==> config.mk <==
export PLATFORM = sky130hd
export DESIGN_NAME = i2c_master_bit_engine
export DESIGN_NICKNAME = d
export VERILOG_FILES = /design/src/sv/i2cmb_pkg.sv /design/src/sv/i2cmb_fifo.sv /design/src/sv/i2cmb_front.sv /design/src/sv/i2cmb_engine.sv /design/src/sv/i2c_master_bit_engine.sv
export SDC_FILE = /design/constraint.sdc
export NUM_CORES = 1
export LEC_CHECK = 0
export ABC_AREA = 1
export BUFFER_PORTS_ARGS = -buffer_cell sky130_fd_sc_hd__buf_4
export CAP_MARGIN = 10
export CORE_MARGIN = 2
export CORE_UTILIZATION = 50
export CTS_CLUSTER_SIZE = 8
export DETAILED_ROUTE_END_ITERATION = 10
export HOLD_SLACK_MARGIN = 0.05
export PLACE_DENSITY = 0.73
export REMOVE_ABC_BUFFERS = 1
export SYNTH_ARGS = -nofsm -noshare
export SYNTH_HDL_FRONTEND = slang
export SYNTH_HIERARCHICAL = 1
export SYNTH_SLANG_ARGS = --single-unit
==> constraint.sdc <==
create_clock -name clk -period 8 [get_ports clk]
set_clock_uncertainty 0.1 [all_clocks]
set_input_delay 0.8 -clock clk [delete_from_list [all_inputs] [get_ports clk]]
set_output_delay 0.8 -clock clk [all_outputs]
set_load 0.03 [all_outputs]
==> src/sv/i2cmb_pkg.sv <==
`timescale 1ns / 1ps
// ----------------------------------------------------------------------------
// I2C master bit engine package
// Word types, command codes, bus phases and register indexes.
// ----------------------------------------------------------------------------
package i2cmb_pkg;

    localparam logic [2:0] FUNC_START   = 3'd0;
    localparam logic [2:0] FUNC_STOP    = 3'd1;
    localparam logic [2:0] FUNC_WRITE   = 3'd2;
    localparam logic [2:0] FUNC_READ    = 3'd3;
    localparam logic [2:0] FUNC_RECOVER = 3'd4;

    localparam logic CFG_HALF_PERIOD   = 1'b0;
    localparam logic CFG_STRETCH_LIMIT = 1'b1;

    localparam logic [15:0] HALF_PERIOD_RESET   = 16'd5;
    localparam logic [15:0] STRETCH_LIMIT_RESET = 16'd1000;

    localparam logic [3:0] RECOVER_PULSES = 4'd9;
    localparam logic [3:0] BITS_PER_BYTE  = 4'd8;

    typedef struct packed {
        logic       cmd_valid;
        logic [2:0] func;
        logic [7:0] wr_data;
        logic       send_ack;
        logic       sda_in;
        logic       scl_in;
    } in_t;

    typedef struct packed {
        logic       sda_drive_low;
        logic       scl_drive_low;
        logic       busy_res;
        logic       done_res;
        logic [7:0] rx_data;
        logic       got_ack;
        logic       stretch_timeout;
    } out_t;

    typedef enum logic [2:0] {
        CMD_NONE,
        CMD_START,
        CMD_STOP,
        CMD_WRITE,
        CMD_READ,
        CMD_RECOVER
    } cmd_e;

    typedef struct packed {
        cmd_e       cmd;
        logic [7:0] wr_data;
        logic       send_ack;
        logic       sda_in;
        logic       scl_in;
    } cls_t;

    typedef enum logic [4:0] {
        PH_IDLE, PH_S1, PH_S2, PH_S3, PH_S4,
        PH_P1, PH_P2, PH_P3,
        PH_WD, PH_WH, PH_WL, PH_WAR, PH_WAH, PH_WAL,
        PH_RL, PH_RH, PH_RAL, PH_RAH, PH_RAE,
        PH_VS, PH_VL, PH_VH
    } phase_e;

endpackage

==> src/sv/i2cmb_fifo.sv <==
`timescale 1ns / 1ps
// ----------------------------------------------------------------------------
// I2C master bit engine word queue
// Small register queue; the head word is shown while empty is low.
// ----------------------------------------------------------------------------
module i2cmb_fifo #(
    parameter int WIDTH = 8,
    parameter int DEPTH = 2
) (
    input  logic             clk,
    input  logic             rst_n,
    input  logic             wr_en,
    input  logic [WIDTH-1:0] wr_data,
    output logic             full,
    input  logic             rd_en,
    output logic [WIDTH-1:0] rd_data,
    output logic             empty
);

    localparam int PTR_W = (DEPTH > 1) ? $clog2(DEPTH) : 1;
    localparam int CNT_W = $clog2(DEPTH + 1);

    logic [WIDTH-1:0] mem_reg [DEPTH];
    logic [PTR_W-1:0] wr_ptr_reg, wr_ptr_next;
    logic [PTR_W-1:0] rd_ptr_reg, rd_ptr_next;
    logic [CNT_W-1:0] count_reg, count_next;
    logic             do_wr;
    logic             do_rd;

    assign full    = (count_reg == CNT_W'(DEPTH));
    assign empty   = (count_reg == '0);
    assign do_wr   = wr_en && !full;
    assign do_rd   = rd_en && !empty;
    assign rd_data = mem_reg[rd_ptr_reg];

    always_comb
    begin
        wr_ptr_next = wr_ptr_reg;
        rd_ptr_next = rd_ptr_reg;
        count_next  = count_reg;
        if (do_wr)
        begin
            wr_ptr_next = (wr_ptr_reg == PTR_W'(DEPTH - 1)) ? '0 : wr_ptr_reg + 1'b1;
        end
        if (do_rd)
        begin
            rd_ptr_next = (rd_ptr_reg == PTR_W'(DEPTH - 1)) ? '0 : rd_ptr_reg + 1'b1;
        end
        case ({do_wr, do_rd})
            2'b10:   count_next = count_reg + 1'b1;
            2'b01:   count_next = count_reg - 1'b1;
            default: count_next = count_reg;
        endcase
    end

    always_ff @(posedge clk or negedge rst_n)
    begin
        if (!rst_n)
        begin
            wr_ptr_reg <= '0;
            rd_ptr_reg <= '0;
            count_reg  <= '0;
        end
        else
        begin
            wr_ptr_reg <= wr_ptr_next;
            rd_ptr_reg <= rd_ptr_next;
            count_reg  <= count_next;
        end
    end

    always_ff @(posedge clk)
    begin
        if (do_wr)
        begin
            mem_reg[wr_ptr_reg] <= wr_data;
        end
    end

endmodule

==> src/sv/i2cmb_front.sv <==
`timescale 1ns / 1ps
// ----------------------------------------------------------------------------
// I2C master bit engine front end
// Accepts tick words, decodes the command field and queues them for the engine.
// ----------------------------------------------------------------------------
module i2cmb_front #(
    parameter int QUEUE_DEPTH = 2
) (
    input  logic             clk,
    input  logic             rst_n,
    input  logic             push,
    output logic             full,
    input  i2cmb_pkg::in_t   item,
    input  logic             take,
    output logic             empty,
    output i2cmb_pkg::cls_t  cls
);
    import i2cmb_pkg::*;

    cls_t cls_in;

    always_comb
    begin
        cls_in.wr_data  = item.wr_data;
        cls_in.send_ack = item.send_ack;
        cls_in.sda_in   = item.sda_in;
        cls_in.scl_in   = item.scl_in;
        cls_in.cmd      = CMD_NONE;
        // drop the command field unless a known command is offered
        if (item.cmd_valid)
        begin
            case (item.func)
                FUNC_START:   cls_in.cmd = CMD_START;
                FUNC_STOP:    cls_in.cmd = CMD_STOP;
                FUNC_WRITE:   cls_in.cmd = CMD_WRITE;
                FUNC_READ:    cls_in.cmd = CMD_READ;
                FUNC_RECOVER: cls_in.cmd = CMD_RECOVER;
                default:      cls_in.cmd = CMD_NONE;
            endcase
        end
    end

    i2cmb_fifo #(
        .WIDTH ($bits(cls_t)),
        .DEPTH (QUEUE_DEPTH)
    ) u_queue (
        .clk     (clk),
        .rst_n   (rst_n),
        .wr_en   (push),
        .wr_data (cls_in),
        .full    (full),
        .rd_en   (take),
        .rd_data (cls),
        .empty   (empty)
    );

endmodule

==> src/sv/i2cmb_engine.sv <==
`timescale 1ns / 1ps
// ----------------------------------------------------------------------------
// I2C master bit engine bus sequencer
// Steps the bus phase machine by one tick for each word taken.
// ----------------------------------------------------------------------------
module i2cmb_engine #(
    parameter int COUNT_WIDTH = 16
) (
    input  logic             clk,
    input  logic             rst_n,
    input  logic             take,
    input  i2cmb_pkg::cls_t  cls,
    input  logic [15:0]      half_period,
    input  logic [15:0]      stretch_limit,
    output i2cmb_pkg::out_t  res
);
    import i2cmb_pkg::*;

    localparam int CMP_W = (COUNT_WIDTH > 16) ? COUNT_WIDTH : 16;

    phase_e                 phase_reg, phase_next;
    logic [3:0]             bit_count_reg, bit_count_next;
    logic [COUNT_WIDTH-1:0] delay_reg, delay_next;
    logic [COUNT_WIDTH-1:0] stretch_reg, stretch_next;
    logic [7:0]             shift_reg, shift_next;
    logic [3:0]             pulse_reg, pulse_next;
    logic                   sda_low_reg, sda_low_next;
    logic                   scl_low_reg, scl_low_next;
    logic                   ack_flag_reg, ack_flag_next;
    logic                   clk_wait_reg, clk_wait_next;
    logic                   ack_out_reg, ack_out_next;
    logic [7:0]             rx_reg, rx_next;
    logic                   timeout_reg, timeout_next;

    logic                   hold;
    logic                   done;
    logic                   enter_en;
    phase_e                 enter_ph;
    phase_e                 fin_ph;
    logic [COUNT_WIDTH-1:0] delay_inc;
    logic [COUNT_WIDTH-1:0] stretch_inc;
    logic [15:0]            hp;
    logic [3:0]             bit_inc;
    logic [3:0]             pulse_inc;

    assign hp        = (half_period == '0) ? 16'd1 : half_period;
    assign delay_inc = (delay_reg == '1) ? delay_reg : delay_reg + 1'b1;
    assign stretch_inc = (stretch_reg == '1) ? stretch_reg : stretch_reg + 1'b1;
    assign bit_inc   = bit_count_reg + 1'b1;
    assign pulse_inc = pulse_reg + 1'b1;

    always_comb
    begin
        phase_next     = phase_reg;
        bit_count_next = bit_count_reg;
        delay_next     = delay_reg;
        stretch_next   = stretch_reg;
        shift_next     = shift_reg;
        pulse_next     = pulse_reg;
        sda_low_next   = sda_low_reg;
        scl_low_next   = scl_low_reg;
        ack_flag_next  = ack_flag_reg;
        clk_wait_next  = clk_wait_reg;
        ack_out_next   = ack_out_reg;
        rx_next        = rx_reg;
        timeout_next   = timeout_reg;
        hold           = 1'b1;
        done           = 1'b0;
        enter_en       = 1'b0;
        enter_ph       = PH_IDLE;
        fin_ph         = PH_IDLE;

        if (phase_reg == PH_IDLE)
        begin
            if (cls.cmd != CMD_NONE)
            begin
                timeout_next = 1'b0;
                enter_en     = 1'b1;
            end
            case (cls.cmd)
                CMD_START:   enter_ph = PH_S1;
                CMD_STOP:    enter_ph = PH_P1;
                CMD_WRITE:
                begin
                    shift_next     = cls.wr_data;
                    bit_count_next = '0;
                    enter_ph       = PH_WD;
                end
                CMD_READ:
                begin
                    shift_next     = '0;
                    bit_count_next = '0;
                    ack_out_next   = cls.send_ack;
                    enter_ph       = PH_RL;
                end
                CMD_RECOVER:
                begin
                    pulse_next = '0;
                    enter_ph   = PH_VS;
                end
                default:     enter_ph = PH_IDLE;
            endcase
        end
        else
        begin
            // wait for SCL to read high; a slave may stretch the clock
            if (clk_wait_reg)
            begin
                if (cls.scl_in)
                begin
                    clk_wait_next = 1'b0;
                end
                else
                begin
                    stretch_next = stretch_inc;
                    if (CMP_W'(stretch_inc) >= CMP_W'(stretch_limit))
                    begin
                        timeout_next  = 1'b1;
                        clk_wait_next = 1'b0;
                    end
                    hold = 1'b0;
                end
            end
            if (hold)
            begin
                delay_next = delay_inc;
                if (CMP_W'(delay_inc) >= CMP_W'(hp))
                begin
                    case (phase_reg)
                        PH_S1: fin_ph = PH_S2;
                        PH_S2: fin_ph = PH_S3;
                        PH_S3: fin_ph = PH_S4;
                        PH_P1: fin_ph = PH_P2;
                        PH_P2: fin_ph = PH_P3;
                        PH_WD: fin_ph = PH_WH;
                        PH_WH: fin_ph = PH_WL;
                        PH_WL:
                        begin
                            shift_next     = {shift_reg[6:0], 1'b0};
                            bit_count_next = bit_inc;
                            fin_ph = (bit_inc >= BITS_PER_BYTE) ? PH_WAR : PH_WD;
                        end
                        PH_WAR: fin_ph = PH_WAH;
                        PH_WAH:
                        begin
                            ack_flag_next = !cls.sda_in;
                            fin_ph        = PH_WAL;
                        end
                        PH_RL: fin_ph = PH_RH;
                        PH_RH:
                        begin
                            shift_next     = {shift_reg[6:0], cls.sda_in};
                            bit_count_next = bit_inc;
                            fin_ph = (bit_inc >= BITS_PER_BYTE) ? PH_RAL : PH_RL;
                        end
                        PH_RAL: fin_ph = PH_RAH;
                        PH_RAH: fin_ph = PH_RAE;
                        PH_RAE:
                        begin
                            sda_low_next = 1'b0;
                            rx_next      = shift_reg;
                            fin_ph       = PH_IDLE;
                        end
                        PH_VS:
                        begin
                            pulse_next = '0;
                            fin_ph     = cls.sda_in ? PH_IDLE : PH_VL;
                        end
                        PH_VL: fin_ph = PH_VH;
                        PH_VH:
                        begin
                            pulse_next = pulse_inc;
                            fin_ph = (cls.sda_in || pulse_inc >= RECOVER_PULSES) ? PH_P1
                                                                                  : PH_VL;
                        end
                        default: fin_ph = PH_IDLE;
                    endcase
                    if (fin_ph == PH_IDLE)
                    begin
                        phase_next    = PH_IDLE;
                        delay_next    = '0;
                        stretch_next  = '0;
                        clk_wait_next = 1'b0;
                        done          = 1'b1;
                    end
                    else
                    begin
                        enter_en = 1'b1;
                        enter_ph = fin_ph;
                    end
                end
            end
        end

        // set the pins of the phase being entered
        if (enter_en)
        begin
            phase_next    = enter_ph;
            delay_next    = '0;
            stretch_next  = '0;
            clk_wait_next = 1'b0;
            case (enter_ph)
                PH_S1, PH_P3, PH_WAR: sda_low_next = 1'b0;
                PH_S3, PH_P1:         sda_low_next = 1'b1;
                PH_S4, PH_WL, PH_WAL, PH_RAE, PH_VL: scl_low_next = 1'b1;
                PH_WD:                sda_low_next = !shift_next[7];
                PH_RL:
                begin
                    scl_low_next = 1'b1;
                    sda_low_next = 1'b0;
                end
                PH_RAL:
                begin
                    scl_low_next = 1'b1;
                    sda_low_next = ack_out_next;
                end
                PH_VS:
                begin
                    sda_low_next  = 1'b0;
                    scl_low_next  = 1'b0;
                    clk_wait_next = 1'b1;
                end
                PH_S2, PH_P2, PH_WH, PH_WAH, PH_RH, PH_RAH, PH_VH:
                begin
                    scl_low_next  = 1'b0;
                    clk_wait_next = 1'b1;
                end
                default: ;
            endcase
        end
    end

    always_comb
    begin
        res.sda_drive_low   = sda_low_next;
        res.scl_drive_low   = scl_low_next;
        res.busy_res        = (phase_next != PH_IDLE);
        res.done_res        = done;
        res.rx_data         = rx_next;
        res.got_ack         = ack_flag_next;
        res.stretch_timeout = timeout_next;
    end

    always_ff @(posedge clk or negedge rst_n)
    begin
        if (!rst_n)
        begin
            phase_reg     <= PH_IDLE;
            bit_count_reg <= '0;
            delay_reg     <= '0;
            stretch_reg   <= '0;
            shift_reg     <= '0;
            pulse_reg     <= '0;
            sda_low_reg   <= 1'b0;
            scl_low_reg   <= 1'b0;
            ack_flag_reg  <= 1'b0;
            clk_wait_reg  <= 1'b0;
            ack_out_reg   <= 1'b0;
            rx_reg        <= '0;
            timeout_reg   <= 1'b0;
        end
        else if (take)
        begin
            phase_reg     <= phase_next;
            bit_count_reg <= bit_count_next;
            delay_reg     <= delay_next;
            stretch_reg   <= stretch_next;
            shift_reg     <= shift_next;
            pulse_reg     <= pulse_next;
            sda_low_reg   <= sda_low_next;
            scl_low_reg   <= scl_low_next;
            ack_flag_reg  <= ack_flag_next;
            clk_wait_reg  <= clk_wait_next;
            ack_out_reg   <= ack_out_next;
            rx_reg        <= rx_next;
            timeout_reg   <= timeout_next;
        end
    end

endmodule

==> src/sv/i2c_master_bit_engine.sv <==
`timescale 1ns / 1ps
// ----------------------------------------------------------------------------
// I2C master bit engine
// Runs START, STOP, byte write, byte read and bus recovery one tick per word.
//
//   channel  | handshake             | payload
//   ---------+-----------------------+-------------------------------
//   tick in  | push / full           | item   (in_t)
//   result   | empty / pop           | result (out_t)
//   config   | cfg_valid / cfg_ready | cfg_index, cfg_data (16 bit)
//
// One tick word is taken and one result word produced per clock while ticks wait and the result queue has room.
// A tick passes the input queue, then the engine, and its result is registered in the result queue.
// The engine steps its phase machine once per word and stalls only while the
// result queue is full; full rises when the input queue holds QUEUE_DEPTH words.
// After reset the block is ready at once; config writes are always taken.
// ----------------------------------------------------------------------------
module i2c_master_bit_engine #(
    parameter int COUNT_WIDTH = 16,
    parameter int QUEUE_DEPTH = 2
) (
    input  logic             clk,
    input  logic             rst_n,
    input  logic             push,
    output logic             full,
    input  i2cmb_pkg::in_t   item,
    output logic             empty,
    input  logic             pop,
    output i2cmb_pkg::out_t  result,
    input  logic             cfg_valid,
    output logic             cfg_ready,
    input  logic             cfg_index,
    input  logic [15:0]      cfg_data
);
    import i2cmb_pkg::*;

    logic [15:0] half_period_reg;
    logic [15:0] stretch_limit_reg;
    logic        mid_empty;
    logic        res_full;
    logic        take;
    cls_t        cls;
    out_t        res;

    assign cfg_ready = 1'b1;
    assign take      = !mid_empty && !res_full;

    always_ff @(posedge clk or negedge rst_n)
    begin
        if (!rst_n)
        begin
            half_period_reg   <= HALF_PERIOD_RESET;
            stretch_limit_reg <= STRETCH_LIMIT_RESET;
        end
        else if (cfg_valid && cfg_ready)
        begin
            case (cfg_index)
                CFG_HALF_PERIOD:   half_period_reg   <= cfg_data;
                CFG_STRETCH_LIMIT: stretch_limit_reg <= cfg_data;
                default:           ;
            endcase
        end
    end

    i2cmb_front #(
        .QUEUE_DEPTH (QUEUE_DEPTH)
    ) u_front (
        .clk   (clk),
        .rst_n (rst_n),
        .push  (push),
        .full  (full),
        .item  (item),
        .take  (take),
        .empty (mid_empty),
        .cls   (cls)
    );

    i2cmb_engine #(
        .COUNT_WIDTH (COUNT_WIDTH)
    ) u_engine (
        .clk           (clk),
        .rst_n         (rst_n),
        .take          (take),
        .cls           (cls),
        .half_period   (half_period_reg),
        .stretch_limit (stretch_limit_reg),
        .res           (res)
    );

    i2cmb_fifo #(
        .WIDTH ($bits(out_t)),
        .DEPTH (QUEUE_DEPTH)
    ) u_res_queue (
        .clk     (clk),
        .rst_n   (rst_n),
        .wr_en   (take),
        .wr_data (res),
        .full    (res_full),
        .rd_en   (pop),
        .rd_data (result),
        .empty   (empty)
    );

endmodule

# Word level (Yosys, flattened, before mapping)
# Memory sizes are Yosys's and may differ from the RTL's.
# Cells that the tools add are included.
[word_totals]
input_bits = 37
mem_bits_rw = 56
n_memories = 2
output_inout_bits = 17
ff_bits = 107
[mem_list]
columns = ["name", "words", "width", "read_ports", "rd_ports_with_merged_regs", "write_ports", "line_no", "rtl"]
rows = [
  ["u_front.u_queue.mem_reg", 2, 14, 1, 0, 1, "i2cmb_fifo.sv:23", "logic [WIDTH-1:0] mem_reg [DEPTH];"],
  ["u_res_queue.mem_reg", 2, 14, 1, 0, 1, "i2cmb_fifo.sv:23", ""],
]
[classes]
addsub = 12
magnitude_cmp = 4
bitwise_logic = 1
n_eq_ne = 60
mux = 104
n_reduce_logical = 41
[ops]
columns = ["op", "count"]
rows = [
  ["$mux W16", 15],
  ["$pmux W5 S17", 1],
  ["$eq A5 B4 Y1 const B", 15],
  ["$mux W5", 15],
  ["$eq A5 B5 Y1 const B", 12],
  ["$mux W8", 7],
  ["$mux W1", 46],
  ["$mux W4", 9],
  ["$add A16 B1 Y16 const B", 2],
  ["$eq A16 B16 Y1 const B", 2],
  ["$ge A16 B16 Y1", 2],
  ["$pmux W8 S2", 2],
  ["$eq A5 B3 Y1 const B", 6],
  ["$pmux W5 S5", 1],
  ["$eq A5 B2 Y1 const B", 4],
  ["$logic_not A16 Y1", 1],
  ["$pmux W3 S5", 1],
  ["$reduce_and A5 Y1", 3],
  ["$eq A3 B2 Y1 const B", 4],
  ["$reduce_bool A2 Y1", 6],
  ["$eq A5 B1 Y1 const B", 2],
  ["$logic_not A5 Y1", 2],
  ["$eq A3 B3 Y1 const B", 3],
  ["$reduce_bool A3 Y1", 3],
  ["other kinds (30)", 58],
]

# Depth between registers and ports, before layout
# Gate-level depths: netlist (run 1).
[logic_depth]
ltp_word = 17
mapped_depth = 32

# Hierarchy
# Netlist (run 1), hierarchy kept.
[by_module_without_submodules]
columns = ["mod", "seq_area_each_um2", "area_each_um2", "cells_each", "n_inst"]
rows = [
  ["i2cmb_engine", 1676.6, 5721.7, 829, 1],
  ["i2c_master_bit_engine", 810.8, 1342.5, 143, 1],
  ["i2cmb_fifo (u_res_queue)", 940.9, 1297.5, 106, 1],
  ["i2cmb_fifo (u_front.u_queue)", 940.9, 1268.7, 106, 1],
  ["i2cmb_front", 0.0, 46.3, 12, 1],
]

# Worst setup path after synthesis (run 1)
# Ideal clock, no wire load.
[synth_path]
path_type = "register -> register"
from = "reg u_engine.delay_reg[0]"
to = "mem u_res_queue/mem_reg[0][13] (netlist bit), data pin"
required_ps = 7648
period_less_slack_ps = 3757
path_slack_ps = 4243
t_arrival_ps = 3405
path_stages_with_launch = 26
cell_sequence = "dfrtp_1 ha_1 inv_1 nor3_2 nand3_1 nor2_1 nand2_1 nand3_1 nor2_1 xor2_1 inv_1 ha_1 nand4_1 nor3_1 nand3_1 nand3_2 buf_4 nand3_2 nand2_2 nor2_2 nand3_1 nand2_1 nor2_2 nand4_1 and2_1 buf_4"
[synth_between]
elab_chain_len = 10
elab_cells_between_ends = 30
[synth_rtl]
columns = ["item", "line_no", "rtl"]
rows = [
  ["start, declared", "i2cmb_engine.sv:23", "logic [COUNT_WIDTH-1:0] delay_reg, delay_next;"],
  ["start signal, assigned", "i2cmb_engine.sv:266", "delay_reg <= delay_next;"],
  ["$add A16 B1 Y16 / $eq A16 B16 Y1 (equally long branches)", "i2cmb_engine.sv:47", "assign delay_inc = (delay_reg == '1) ? delay_reg : delay_reg + 1'b1;"],
  ["$mux W16 *", "i2cmb_engine.sv:47", ""],
  ["$ge A16 B16 Y1 *", "i2cmb_engine.sv:127", "if (CMP_W'(delay_inc) >= CMP_W'(hp))"],
  ["$mux W5", "i2cmb_engine.sv:127", ""],
  ["$mux W5", "i2cmb_engine.sv:124", "if (hold)"],
  ["$mux W5", "i2cmb_engine.sv:73", "if (phase_reg == PH_IDLE)"],
  ["$eq A5 B1 Y1 (tied with other cells)", "i2cmb_engine.sv:202", "case (enter_ph)"],
  ["$reduce_or A5 Y1 (no line) / $reduce_or A2 Y1 (equally long branches)", "n/a", ""],
  ["$pmux W1 S4", "i2cmb_engine.sv:202", ""],
  ["$mux W1 *", "i2cmb_engine.sv:196", "if (enter_en)"],
  ["named net u_engine.sda_low_next", "i2cmb_engine.sv:27", "logic sda_low_reg, sda_low_next;"],
  ["end, declared", "i2cmb_fifo.sv:23", ""],
]
# The timed path passes the listed nets; every way through them passes the cells marked *. The select of a mux whose other input is x is not followed.

# Final worst setup path (run 1)
[layout_path]
from = "reg u_engine.delay_reg[0]"
to = "reg u_engine.bit_count_reg[0]"
[layout_between]
elab_chain_len = 5
elab_cells_between_ends = 6
[layout_rtl]
columns = ["item", "line_no", "rtl"]
rows = [
  ["$add A16 B1 Y16 / $eq A16 B16 Y1 (equally long branches)", "i2cmb_engine.sv:47", ""],
  ["$mux W16 *", "i2cmb_engine.sv:47", ""],
  ["$ge A16 B16 Y1 *", "i2cmb_engine.sv:127", ""],
  ["$reduce_bool A2 Y1 (no line) *", "n/a", ""],
  ["$reduce_and A5 Y1 (no line) *", "n/a", ""],
  ["end signal, assigned", "i2cmb_engine.sv:265", "bit_count_reg <= bit_count_next;"],
  ["end, declared", "i2cmb_engine.sv:22", "logic [3:0] bit_count_reg, bit_count_next;"],
]
# Every way passes the cells marked *; elsewhere a longest branch is shown, timed or not.
# A chain may end at the register's enable or synchronous reset.

==> out/qor.yml, run 1 <==
antenna_cells: 0
relSlewSlack_pct: 20.4
pwr-share-clk_pct: 22.7
fp.coreArea_sq_mm: 0.0188
tns_ps: 0
synth_compound_area_share_pct: 10.0
drt-pass1-iter-count: 5
power.leakage_nw: 5.17
p_per_area_mw_per_mm2: 337
yosys.area_share.xor_xnor_pct: 1.72
vias: 7887
clock.fmax_mhz: 229
antenna_found_initial: 0
worst_setup_path_end_kind: "register"
crit_start: "u_engine/delay_reg[0]$_DFFE_PN0P_"
drv_slew: 0
postLayoutCoreUtil_pct: 57.2
grt_max_degree: 59
worst_r2r_endpoint: "u_engine/bit_count_reg[0]$_DFFE_PN0P_"
grt_util_all_layers_pct: 21.4
viasPerCell: 5.24
hp-class: "primary input to asynchronous set/reset pin"
p_sw_share_pct: 43.9
synth-simple-area-share_pct: 28.4
wl_um: 20800
fp-row-count: 50
drcViolationCount: 0
postCtsSetupBuffers: 0
syn_avg_cell_area_sq_um: 8.09
synthToLayoutAreaGrowth_pct: 11.2
r2r_slack_ps: 3620
syn_inst: 1196
clock_tree.buffer_depth: 2
critPathCapture: "u_engine/bit_count_reg[0]$_DFFE_PN0P_"
synth.distinct_cells: 59
worstSkewPairLatency_ps: 430
period_minus_slack_ps: 4380
gp_congestion: 0.950
yosysWarnings: 6
cts_tree: "done"
final_area_sq_mm: 0.0108
final-setup-viol-count: 0
synth_seq_area_share_pct: 45.2
outcome: "completed"
drive_gt1_share_pct: 14.0
numClockSinks: 163
combPwrFrac_pct: 42.8
clk_pin_slew_ps: 70
seqPwrFrac_pct: 34.5
hpwlAfterDp_um: 14900
tightest_slew_ps: 1190
synth_top_family_by_area: "simple AND/OR/NAND/NOR gates"
rsz0062_at_grt: "no"
ant_nets: 0
crit_arrival_ps: 4600
synthAdderAreaFrac_pct: 5.17
power_mw: 3.62
irDropWorstVdd_uv: 226
die_y_um: 143
synth_area_sq_mm: 0.00968
grt_pass1_vias: 7352
slowest_stage: "nand3_1"
hold_viol_final: 0
min_period_over_period_pct: 54.7
slowest_delay_ps: 380
dpl-instance-area_sq_mm: 0.0102
die-area_sq_mm: 0.0205
wl_per_cell_um: 13.8
die_w_um: 143
place_inst: 1473
grt_overflow_total: 0
synth-seq-cells: 163
reg2reg_from: "u_engine/delay_reg[0]$_DFFE_PN0P_"
path_cells: "ha_1 > inv_1 > nor3_2 > nand3_1 > nor2_1 > nand2_1 > nand3_1 > nor2_1 > xor2_1 > inv_1 > ha_1 > nand2_1 > nand2_1 > nand3_1 > nand2_1 > a21oi_1 > nand3_2 > nand2_1 > nand2_1 > nand3_1 > clkinv_1 > o21a_1"
nets: 1309
final_cells: 1505
required_ps: 8220
cts_hold_buf: 0
ctsResizeCount: 0
power.internal_mw: 2.03
portBuffers: 52
start_util_pct: 51.4
cp-start-kind: "register"
initialDrtViolationCount: 521
numCtsBuffers: 17
cap_violations: 0
htreeDepth: 4
grt_pass1_wl_um: 34900
synthMuxAreaShare_pct: 0.103
critPathMaxFanout: 14
power_switching_mw: 1.59
cp_common_cell: "nand2_1"
reg2regPathDepth: 22
cts_root_buffer: "clkbuf_16"
ios: 54
crit_type: "register to register"
worst max-delay path: cells and delay by family, from the launching register on:
family                   cells  cell delay [ps]
XOR/XNOR                     1              180
adder cells (fa/ha/maj)      2              510
buffers and inverters        3              460
flip-flops                   1              350
AND/OR/NAND/NOR             14             2280
AO/OA/AOI/OAI                2              400
how the worst min path moves through the flow:
stage | end | cells past startpoint | slack, ps | startpoint
after floorplan | u_front/u_queue/count_reg[1]$_DFFE_PN0P_ | 2 | 340 | u_front/u_queue/count_reg[1]$_DFFE_PN0P_
after detailed placement | stretch_limit_reg[8]$_DFFE_PN1P_ | 2 | 350 | stretch_limit_reg[8]$_DFFE_PN1P_
after global routing | stretch_limit_reg[11]$_DFFE_PN0P_ | 1 | 350 | rst_n
after CTS | stretch_limit_reg[11]$_DFFE_PN0P_ | 1 | 320 | rst_n
final | stretch_limit_reg[11]$_DFFE_PN0P_ | 1 | 300 | rst_n
after global placement | stretch_limit_reg[9]$_DFFE_PN1P_ | 2 | 350 | stretch_limit_reg[9]$_DFFE_PN1P_
cell usage after synthesis, drive strengths merged:
| master | number | area (sq um) |
|---|---|---|
| a221oi | 1 | 8.76 |
| conb | 1 | 3.75 |
| nand3b | 3 | 22.5 |
| o32ai | 8 | 70.1 |
| nor4 | 6 | 43.8 |
| a22oi | 18 | 135 |
| nor3b | 2 | 20.0 |
| a31oi | 5 | 31.3 |
| a21boi | 1 | 11.3 |
| mux2i | 1 | 10.0 |
| o21a | 3 | 22.5 |
| xor2 | 16 | 140 |
| nor3 | 26 | 168 |
| clkbuf | 9 | 33.8 |
| nand3 | 102 | 536 |
| and3b | 1 | 8.76 |
| o21bai | 1 | 7.51 |
| nand4 | 15 | 93.8 |
| o22ai | 17 | 106 |
| a21oi | 37 | 193 |
| o21ai | 57 | 293 |
| o221ai | 1 | 8.76 |
| xnor2 | 3 | 26.3 |
| o31ai | 1 | 7.51 |
| nand2 | 344 | 1420 |
| dfstp | 8 | 210 |
| a41o | 1 | 10.0 |
| ha | 40 | 500 |
| a2bb2oi | 3 | 26.3 |
| a21o | 1 | 7.51 |
| buf | 31 | 241 |
| and2 | 2 | 12.5 |
| inv | 163 | 622 |
| o211ai | 3 | 22.5 |
| a211oi | 1 | 7.51 |
| edfxtp | 56 | 1680 |
| nor2 | 106 | 428 |
| clkinv | 3 | 11.3 |
| dfrtp | 99 | 2480 |
per-layer routing:
| layer | wire [um] | track usage [%] | vias to the layer above | part of all wire [%] |
|---|---|---|---|---|
| li1 | - | - | 4013 | - |
| met3 | 1120 | 4.39 | 24 | 5.4 |
| met2 | 9520 | 33.6 | 198 | 46 |
| met5 | 0 | 0 | - | 0 |
| met1 | 9820 | 29.7 | 3652 | 47 |
| met4 | 327 | 7.03 | 0 | 1.6 |
layout by cell type, fill, tap and decap left out, types with 5 or more instances in the layout:
cell type	n
nor2_1	95
inv_2	13
o22ai_1	17
nor3_1	21
a31oi_1	5
nor2_2	10
nand4_1	15
clkbuf_16	17
xor2_1	16
nand2_2	26
o21ai_0	53
nand2_1	311
ha_1	40
dfrtp_1	99
nand3_2	5
buf_4	57
a22oi_1	18
nor4_1	5
nand3_1	97
dfstp_2	8
edfxtp_1	56
o32ai_1	8
inv_6	6
inv_1	147
nand2_4	6
a21oi_1	35
power groups by stage:
| stage | logic, mW | clock network, mW | registers [mW] |
|---|---|---|---|
| after floorplan | 1.12 | 0 | 1.23 |
| after global placement | 1.52 | 0 | 1.26 |
| after detailed placement | 1.54 | 0 | 1.27 |
| after CTS | 1.55 | 0.842 | 1.25 |
| after global routing | 1.74 | 0.878 | 1.28 |
| final | 1.55 | 0.822 | 1.25 |
stage by stage:
step | hold slack, ps | setup slack [ps]
global placement | 351 | 3800
detailed placement | 355 | 3670
global route | 348 | 3070
finish | 301 | 3620
floorplan | 342 | 4310
CTS | 324 | 3660
cell families (layout without fill, tap and decap cells):
| logic type | count (synthesis) | in the layout |
|---|---|---|
| and+or+nand+nor | 607 | 607 |
| buffers and inverters | 206 | 255 |
| DFF | 163 | 163 |
| AOI/OAI and AO/OA | 159 | 159 |
| adders and majority gates | 40 | 40 |
| xor gates and xnor gates | 19 | 19 |
| other | 1 | 1 |
| muxes | 1 | 1 |
final cells by class:
type                       count  area, sq um
clock buffer                  17          425
clock inverter                15          181
fill                        1710         8070
inverter                     166          633
multi-input combinational    827         4400
sequential                   163         4370
tap                          260          325
timing repair buffer          57          428
No activity file was read; power rests on OpenSTA's default activity.
==> run 2: changes to the inputs <==
Settings changed: ABC_AREA 1 to 0, PLACE_DENSITY 0.73 to 0.76.
Clock period 8 ns to 3.94 ns, I/O delays scaled along.
==> out/qor.yml, run 2 <==
outcome: "finished with violations"
violations: "negative setup slack"
synth-edff-count: 56  # unchanged
portBuffers: 52  # unchanged
relSlewSlack_pct: 13.0  # -7.4 points
synthFlopType: "dfrtp_1"
final-setup-viol-count: 14  # +14
synth.cells.most_frequent: "dfrtp_1, nand2_1, edfxtp_1"
numClockSinks: 163  # unchanged
hp-class: "primary input to register"
worst_setup_path_end_kind: "register"
grt_max_degree: 71  # +20%
busiest_layer: "met2"
wl_um: 21100  # +1.3%
required_ps: 4030  # -4190 ps
gp_congestion: 0.918  # -3.4%
final_cells: 1191  # -21%
drcViolationCount: 0  # unchanged
cp_num_buf_inv: 3  # unchanged
fin_hold_ws_ps: 99.0  # -202 ps
wl_per_cell_um: 17.7  # +28%
cp_common_cell: "buf_4"
power.leakage_nw: 5.04  # -2.4%
syn_avg_cell_area_sq_um: 11.1  # +37%
initialDrtViolationCount: 597  # +15%
period_minus_slack_ps: 4050  # -328 ps
ys_top_cells_by_area: "dfrtp_1, edfxtp_1, mux2_2, ha_1, mux2_4"
grt_pass1_vias: 6686  # -9.1%
slowest_delay_ps: 410  # +30 ps
crit_type: "register to register"
cts_tree: "done"
antenna_cells: 0  # unchanged
nets: 1026  # -22%
die_y_um: 139  # -3.1%
cap_violations: 0  # unchanged
grt_overflow_total: 0  # unchanged
die_w_um: 139  # -3.1%
clk_pin_slew_ps: 70  # about the same
antenna_found_initial: 0  # unchanged
grt_pass1_wl_um: 33000  # -5.3%
ios: 54  # unchanged
cp-start-kind: "register"
cts_root_buffer: "clkbuf_16"
synth_area_sq_mm: 0.00907  # -6.3%
p_per_area_mw_per_mm2: 586  # +74%
fp.coreArea_sq_mm: 0.0179  # -4.9%
synth-seq-cells: 163  # unchanged
place_inst: 1130  # -23%
synth.distinct_cells: 76  # +29%
rsz0062_at_grt: "yes"
hold_viol_final: 0  # unchanged
crit_arrival_ps: 4130  # -470 ps
met2_usage_pct: 34.5  # +0.85 points
grt_util_all_layers_pct: 21.2  # -0.18 points
syn_inst: 818  # -32%
fp-row-count: 49  # -2.0%
viasPerCell: 5.75  # +9.7%
vias: 6848  # -13%
critPathMaxFanout: 7  # -7
start_util_pct: 50.7  # -0.73 points
clock_tree.buffer_depth: 2  # unchanged
final_common_cell: "buf_4"
grt_use_met3_pct: 4.35  # -0.042 points
synth_seq_area_share_pct: 48.2  # +3.0 points
cp_top_family: "simple AND/OR/NAND/NOR gates"
numCtsBuffers: 17  # unchanged
yosysWarnings: 6  # unchanged
drt-pass1-iter-count: 5  # unchanged
tightest_slew_ps: 1300  # +109 ps
slowest_stage: "dfrtp_1"
netlist.area_leader.share_pct: 27.3  # +1.7 points
yosysTopAreaCell: "dfrtp_1"
drive_gt1_share_pct: 34.1  # +20 points
hpwlAfterDp_um: 14000  # -6.3%
irDropWorstVdd_uv: 329  # +45%
ant_nets: 0  # unchanged
die-area_sq_mm: 0.0192  # -6.1%
synthToLayoutAreaGrowth_pct: 24.2
htreeDepth: 4  # unchanged
path_cells: "nand3_2 > or3_4 > nor4_4 > nand3_1 > o21a_1 > ha_1 > nand4_1 > buf_4 > nor3_4 > a2111oi_4 > o21ai_4 > buf_6 > and2_4 > a31oi_2 > buf_4 > o221ai_2 > a211oi_2 > a211o_1"
synth_most_common_cell: "dfrtp_1"
fin_ws_ps: -108  # -3730 ps
ys_async_sr_fraction_pct: 65.6  # unchanged
use_met1_pct: 28.5  # -1.2 points
mostFrequentLayoutCells: "buf_4, dfrtp_1, nand2_1, edfxtp_1, inv_1"
worstSkewPairLatency_ps: 430  # about the same
min_period_over_period_pct: 103  # +48 points
clock.fmax_mhz: 247  # +8.1%
drv_slew: 0  # unchanged
-- run 2: path summary, 6_finish.rpt --
check                                                       start                                      to  slack (ps)  cells past startpoint
min                                                   cfg_data[6]          half_period_reg[6]$_DFFE_PN0P_         100                      2
min in group asynchronous                                   rst_n     u_engine/stretch_reg[6]$_DFFE_PN0P_         530                      2
max                             u_engine/delay_reg[1]$_DFFE_PN0P_    u_res_queue/mem_reg[0][13]$_DFFE_PP_        -110                     18
min reg2reg                u_front/u_queue/wr_ptr_reg$_DFFE_PN0N_  u_front/u_queue/wr_ptr_reg$_DFFE_PN0N_         390                      1
max in group asynchronous                                   rst_n          half_period_reg[0]$_DFFE_PN1P_        2320                      3
max reg2reg                     u_engine/delay_reg[1]$_DFFE_PN0P_    u_res_queue/mem_reg[0][13]$_DFFE_PP_        -110                     18
-- run 2: per-stage QoR --
step	power (mW)	instance area, sq um	setup TNS, ps	worst slack (ps)	utilization (%)
CTS	6.52	10900	-0.274	-0.274	61.0
floorplan	3.97	8850	-10200	-544	-
detailed placement	4.74	10000	-1760	-168	56.1
global route	6.94	11300	-3800	-287	62.9
finish	6.60	11300	-842	-108	62.9
global placement	4.68	10000	-41.3	-16.3	56.1
-- run 2: kinds of logic after synthesis --
| kind of cell | count (synthesis) | synth area share, % |
|---|---|---|
| xor gates and xnor gates | 38 | 3.67 |
| other | 1 | 0.0414 |
| AOI/OAI and AO/OA | 168 | 13.1 |
| and+or+nand+nor | 238 | 13.4 |
| muxes | 84 | 11.5 |
| buffers and inverters | 86 | 4.53 |
| DFF | 163 | 48.2 |
| adders and majority gates | 40 | 5.52 |
-- run 2: area by class of cell --
type / instances / area (sq um)
Inverter: 50 / 188
Tap cell: 229 / 287
Clock buffer: 17 / 425
Fill cell: 1382 / 6640
Sequential cell: 163 / 4370
Multi-Input combinational cell: 569 / 4620
Timing Repair Buffer: 148 / 1180
Clock inverter: 15 / 193
-- run 2: power breakdown --
| part | switching (mW) | total [mW] | internal [mW] |
|---|---|---|---|
| clock network | 0.768 | 1.74 | 0.971 |
| logic | 1.39 | 2.43 | 1.04 |
| registers | 0.275 | 2.43 | 2.16 |
| total | 2.43 | 6.60 | 4.17 |
-- run 2: repair_timing --
| action | in CTS | in global routing |
|---|---|---|
| gates cloned | 0 | 1 |
| setup buffers | 5 | 11 |
| hold buffers | 12 | 0 |
| setup endpoints to repair | 26 | 72 |
| endpoints found under the hold margin | 83 | 0 |
| gates resized for setup | 24 | 52 |
| pin swaps | 11 | 31 |
-- run 2: routing by layer --
layer  vias to the layer above  share of wire, %
li1                       3238                 -
met4                         0               1.9
met5                         -                 0
met2                       191                49
met3                        36               4.2
met1                      3383                45
==> run 3: changes to the inputs <==
Settings changed: BUFFER_PORTS_ARGS -buffer_cell sky130_fd_sc_hd__buf_4 to not set, CORE_UTILIZATION 50 to 40, DONT_BUFFER_PORTS set to 1, PLACE_DENSITY 0.76 to 0.62.
==> out/qor.yml, run 3 (same netlist as run 2, synthesis figures left out) <==
outcome: "finished with violations"
violations: "negative setup slack"
fp.coreArea_sq_mm: 0.0224  # +25%
synthToLayoutAreaGrowth_pct: 24.6
seqPwrFrac_pct: 37.4  # +0.5 points
final_area_sq_mm: 0.0113  # +0.32%
relSlewSlack_pct: 46.8  # +34 points
drive_gt1_share_pct: 31.6  # -2.5 points
vias: 6549  # -4.4%
portBuffers: 0  # -100%
required_ps: 4160  # +130 ps
antenna_found_initial: 0  # unchanged
numClockSinks: 163  # unchanged
tightest_slew_ps: 799  # -498 ps
crit_start: "u_engine/delay_reg[0]$_DFFE_PN0P_"
power.internal_mw: 4.03  # -3.4%
htreeDepth: 4  # unchanged
start_util_pct: 40.4  # -10 points
reg2regPathDepth: 18  # unchanged
power_switching_mw: 2.48  # +2.0%
grt_pass1_vias: 6319  # -5.5%
wl_um: 20700  # -1.6%
worstSkewPairLatency_ps: 440  # about the same
power_mw: 6.51  # -1.4%
multi_input_area_sq_mm: 0.00470  # +1.6%
drt-pass1-iter-count: 5  # unchanged
mostFrequentLayoutCells: "dfrtp_1, buf_4, nand2_1, edfxtp_1, mux2_2"
critPathCapture: "u_engine/ack_flag_reg$_DFFE_PN0P_"
gp_congestion: 0.874  # -4.7%
crit_type: "register to register"
clock_tree.buffer_depth: 2  # unchanged
fillers: 1932  # +40%
clk_pin_slew_ps: 80  # about the same
hp-class: "primary input to register"
fp-row-count: 55  # +12%
grt_pass1_wl_um: 33900  # +2.7%
drcViolationCount: 0  # unchanged
cp-start-kind: "register"
drv_slew: 0  # unchanged
worst_setup_path_end_kind: "register"
cap_violations: 0  # unchanged
antenna_cells: 0  # unchanged
min_period_over_period_pct: 101  # -1.5 points
grt_overflow_total: 0  # unchanged
critPathMaxFanout: 5  # -2
ant_nets: 0  # unchanged
rsz0062_at_grt: "yes"
dpl-instance-area_sq_mm: 0.00986  # -1.8%
hold_viol_final: 0  # unchanged
pwr-share-clk_pct: 25.7  # -0.7 points
hp-start: "push"
cts_root_buffer: "clkbuf_16"
irDropWorstVdd_uv: 287  # -13%
r2r_slack_ps: -50  # +60 ps
grt_max_degree: 108  # +52%
die_w_um: 155  # +11%
combPwrFrac_pct: 36.9  # about the same
ios: 54  # unchanged
hpwlAfterDp_um: 14000  # +0.33%
cts_tree: "done"
p_per_area_mw_per_mm2: 576  # -1.8%
final-setup-viol-count: 3  # -11
worst_r2r_endpoint: "u_engine/ack_flag_reg$_DFFE_PN0P_"
wl_per_cell_um: 16.9  # -4.5%
die_y_um: 155  # +11%
place_ws_ps: -275  # -107 ps
initialDrtViolationCount: 469  # -21%
fin_ws_ps: -47.3  # +60.5 ps
grt_util_all_layers_pct: 17.9  # -3.3 points
p_sw_share_pct: 38.1  # +1.3 points
period_minus_slack_ps: 3990  # -60.5 ps
nets: 1006  # -1.9%
numCtsBuffers: 17  # unchanged
regArea_sq_mm: 0.00437  # unchanged
reg2reg_from: "u_engine/delay_reg[0]$_DFFE_PN0P_"
clock.fmax_mhz: 251  # +1.5%
die-area_sq_mm: 0.0239  # +24%
crit_arrival_ps: 4200  # +70 ps
viasPerCell: 5.34  # -7.2%
final_common_cell: "dfrtp_1"
power.leakage_nw: 4.94  # -2.0%
==> run 3: worst min path at each step <==
stage | to | depth (start not counted)
final | u_front/u_queue/wr_ptr_reg$_DFFE_PN0N_ | 2
after CTS | u_front/u_queue/wr_ptr_reg$_DFFE_PN0N_ | 2
after floorplan | half_period_reg[10]$_DFFE_PN0P_ | 0
after global routing | u_front/u_queue/mem_reg[0][11]$_DFFE_PP_ | 1
after detailed placement | u_engine/delay_reg[13]$_DFFE_PN0P_ | 0
after global placement | u_engine/delay_reg[13]$_DFFE_PN0P_ | 0
==> run 3: routing by layer <==
| metal | track usage (%) | vias up | wire length, um |
|---|---|---|---|
| met5 | 0 | - | 0 |
| met4 | 5.51 | 0 | 277 |
| met3 | 3.33 | 21 | 718 |
| met2 | 27.3 | 127 | 9550 |
| met1 | 25.9 | 3195 | 10200 |
| li1 | - | 3206 | - |
==> run 3: layout make-up <==
class	instances	area share, %
multi-input cells	570	41.6
flip-flops and latches	163	38.7
repair buffers	127	9.58
clock buffers	17	3.76
well taps	285	3.16
inverters	50	1.66
clock inverters	15	1.62
==> run 3: stage by stage <==
step / hold slack, ps / cells / TNS [ps] / utilization [%]
after floorplan: -1.59 / 782 / -10200 / -
final: 70.3 / 1227 / -109 / 50.4
after global routing: 63.2 / 1227 / -2670 / 50.4
after global placement: 2.36 / 1151 / -906 / 44.0
after detailed placement: 2.33 / 1151 / -2510 / 44.0
after CTS: 52.6 / 1218 / -0.205 / 48.9
==> run 3: timing repair <==
action	4_1_cts	5_1_grt
setup buffers	4	10
hold endpoints to repair	163	0
hold buffers	30	0
gates cloned	1	0
endpoints found under the setup margin	27	67
gates resized for setup	29	51
pin swaps	15	24
==> run 3: worst max-delay path: stages (launching register included) <==
cell,delay [ps]
dfrtp_1,430
ha_4,180
nand3_2,90
nor3_2,40
buf_4,150
nor2_4,100
and3_4,200
nand3_2,90
xnor2_1,200
ha_1,280
a21oi_2,160
nor3_2,60
a2111oi_4,360
o21ai_4,170
a32o_2,350
or4b_4,500
nand2_2,90
o21ai_2,60
mux2_2,260
==> run 3: power by group through the flow <==
stage / Combinational (mW) / Clock [mW] / Sequential (mW)
finish: 2.40 / 1.67 / 2.43
global route: 2.62 / 1.78 / 2.48
CTS: 2.31 / 1.71 / 2.43
detailed placement: 2.17 / 0 / 2.46
global placement: 2.15 / 0 / 2.44
floorplan: 1.55 / 0 / 2.42
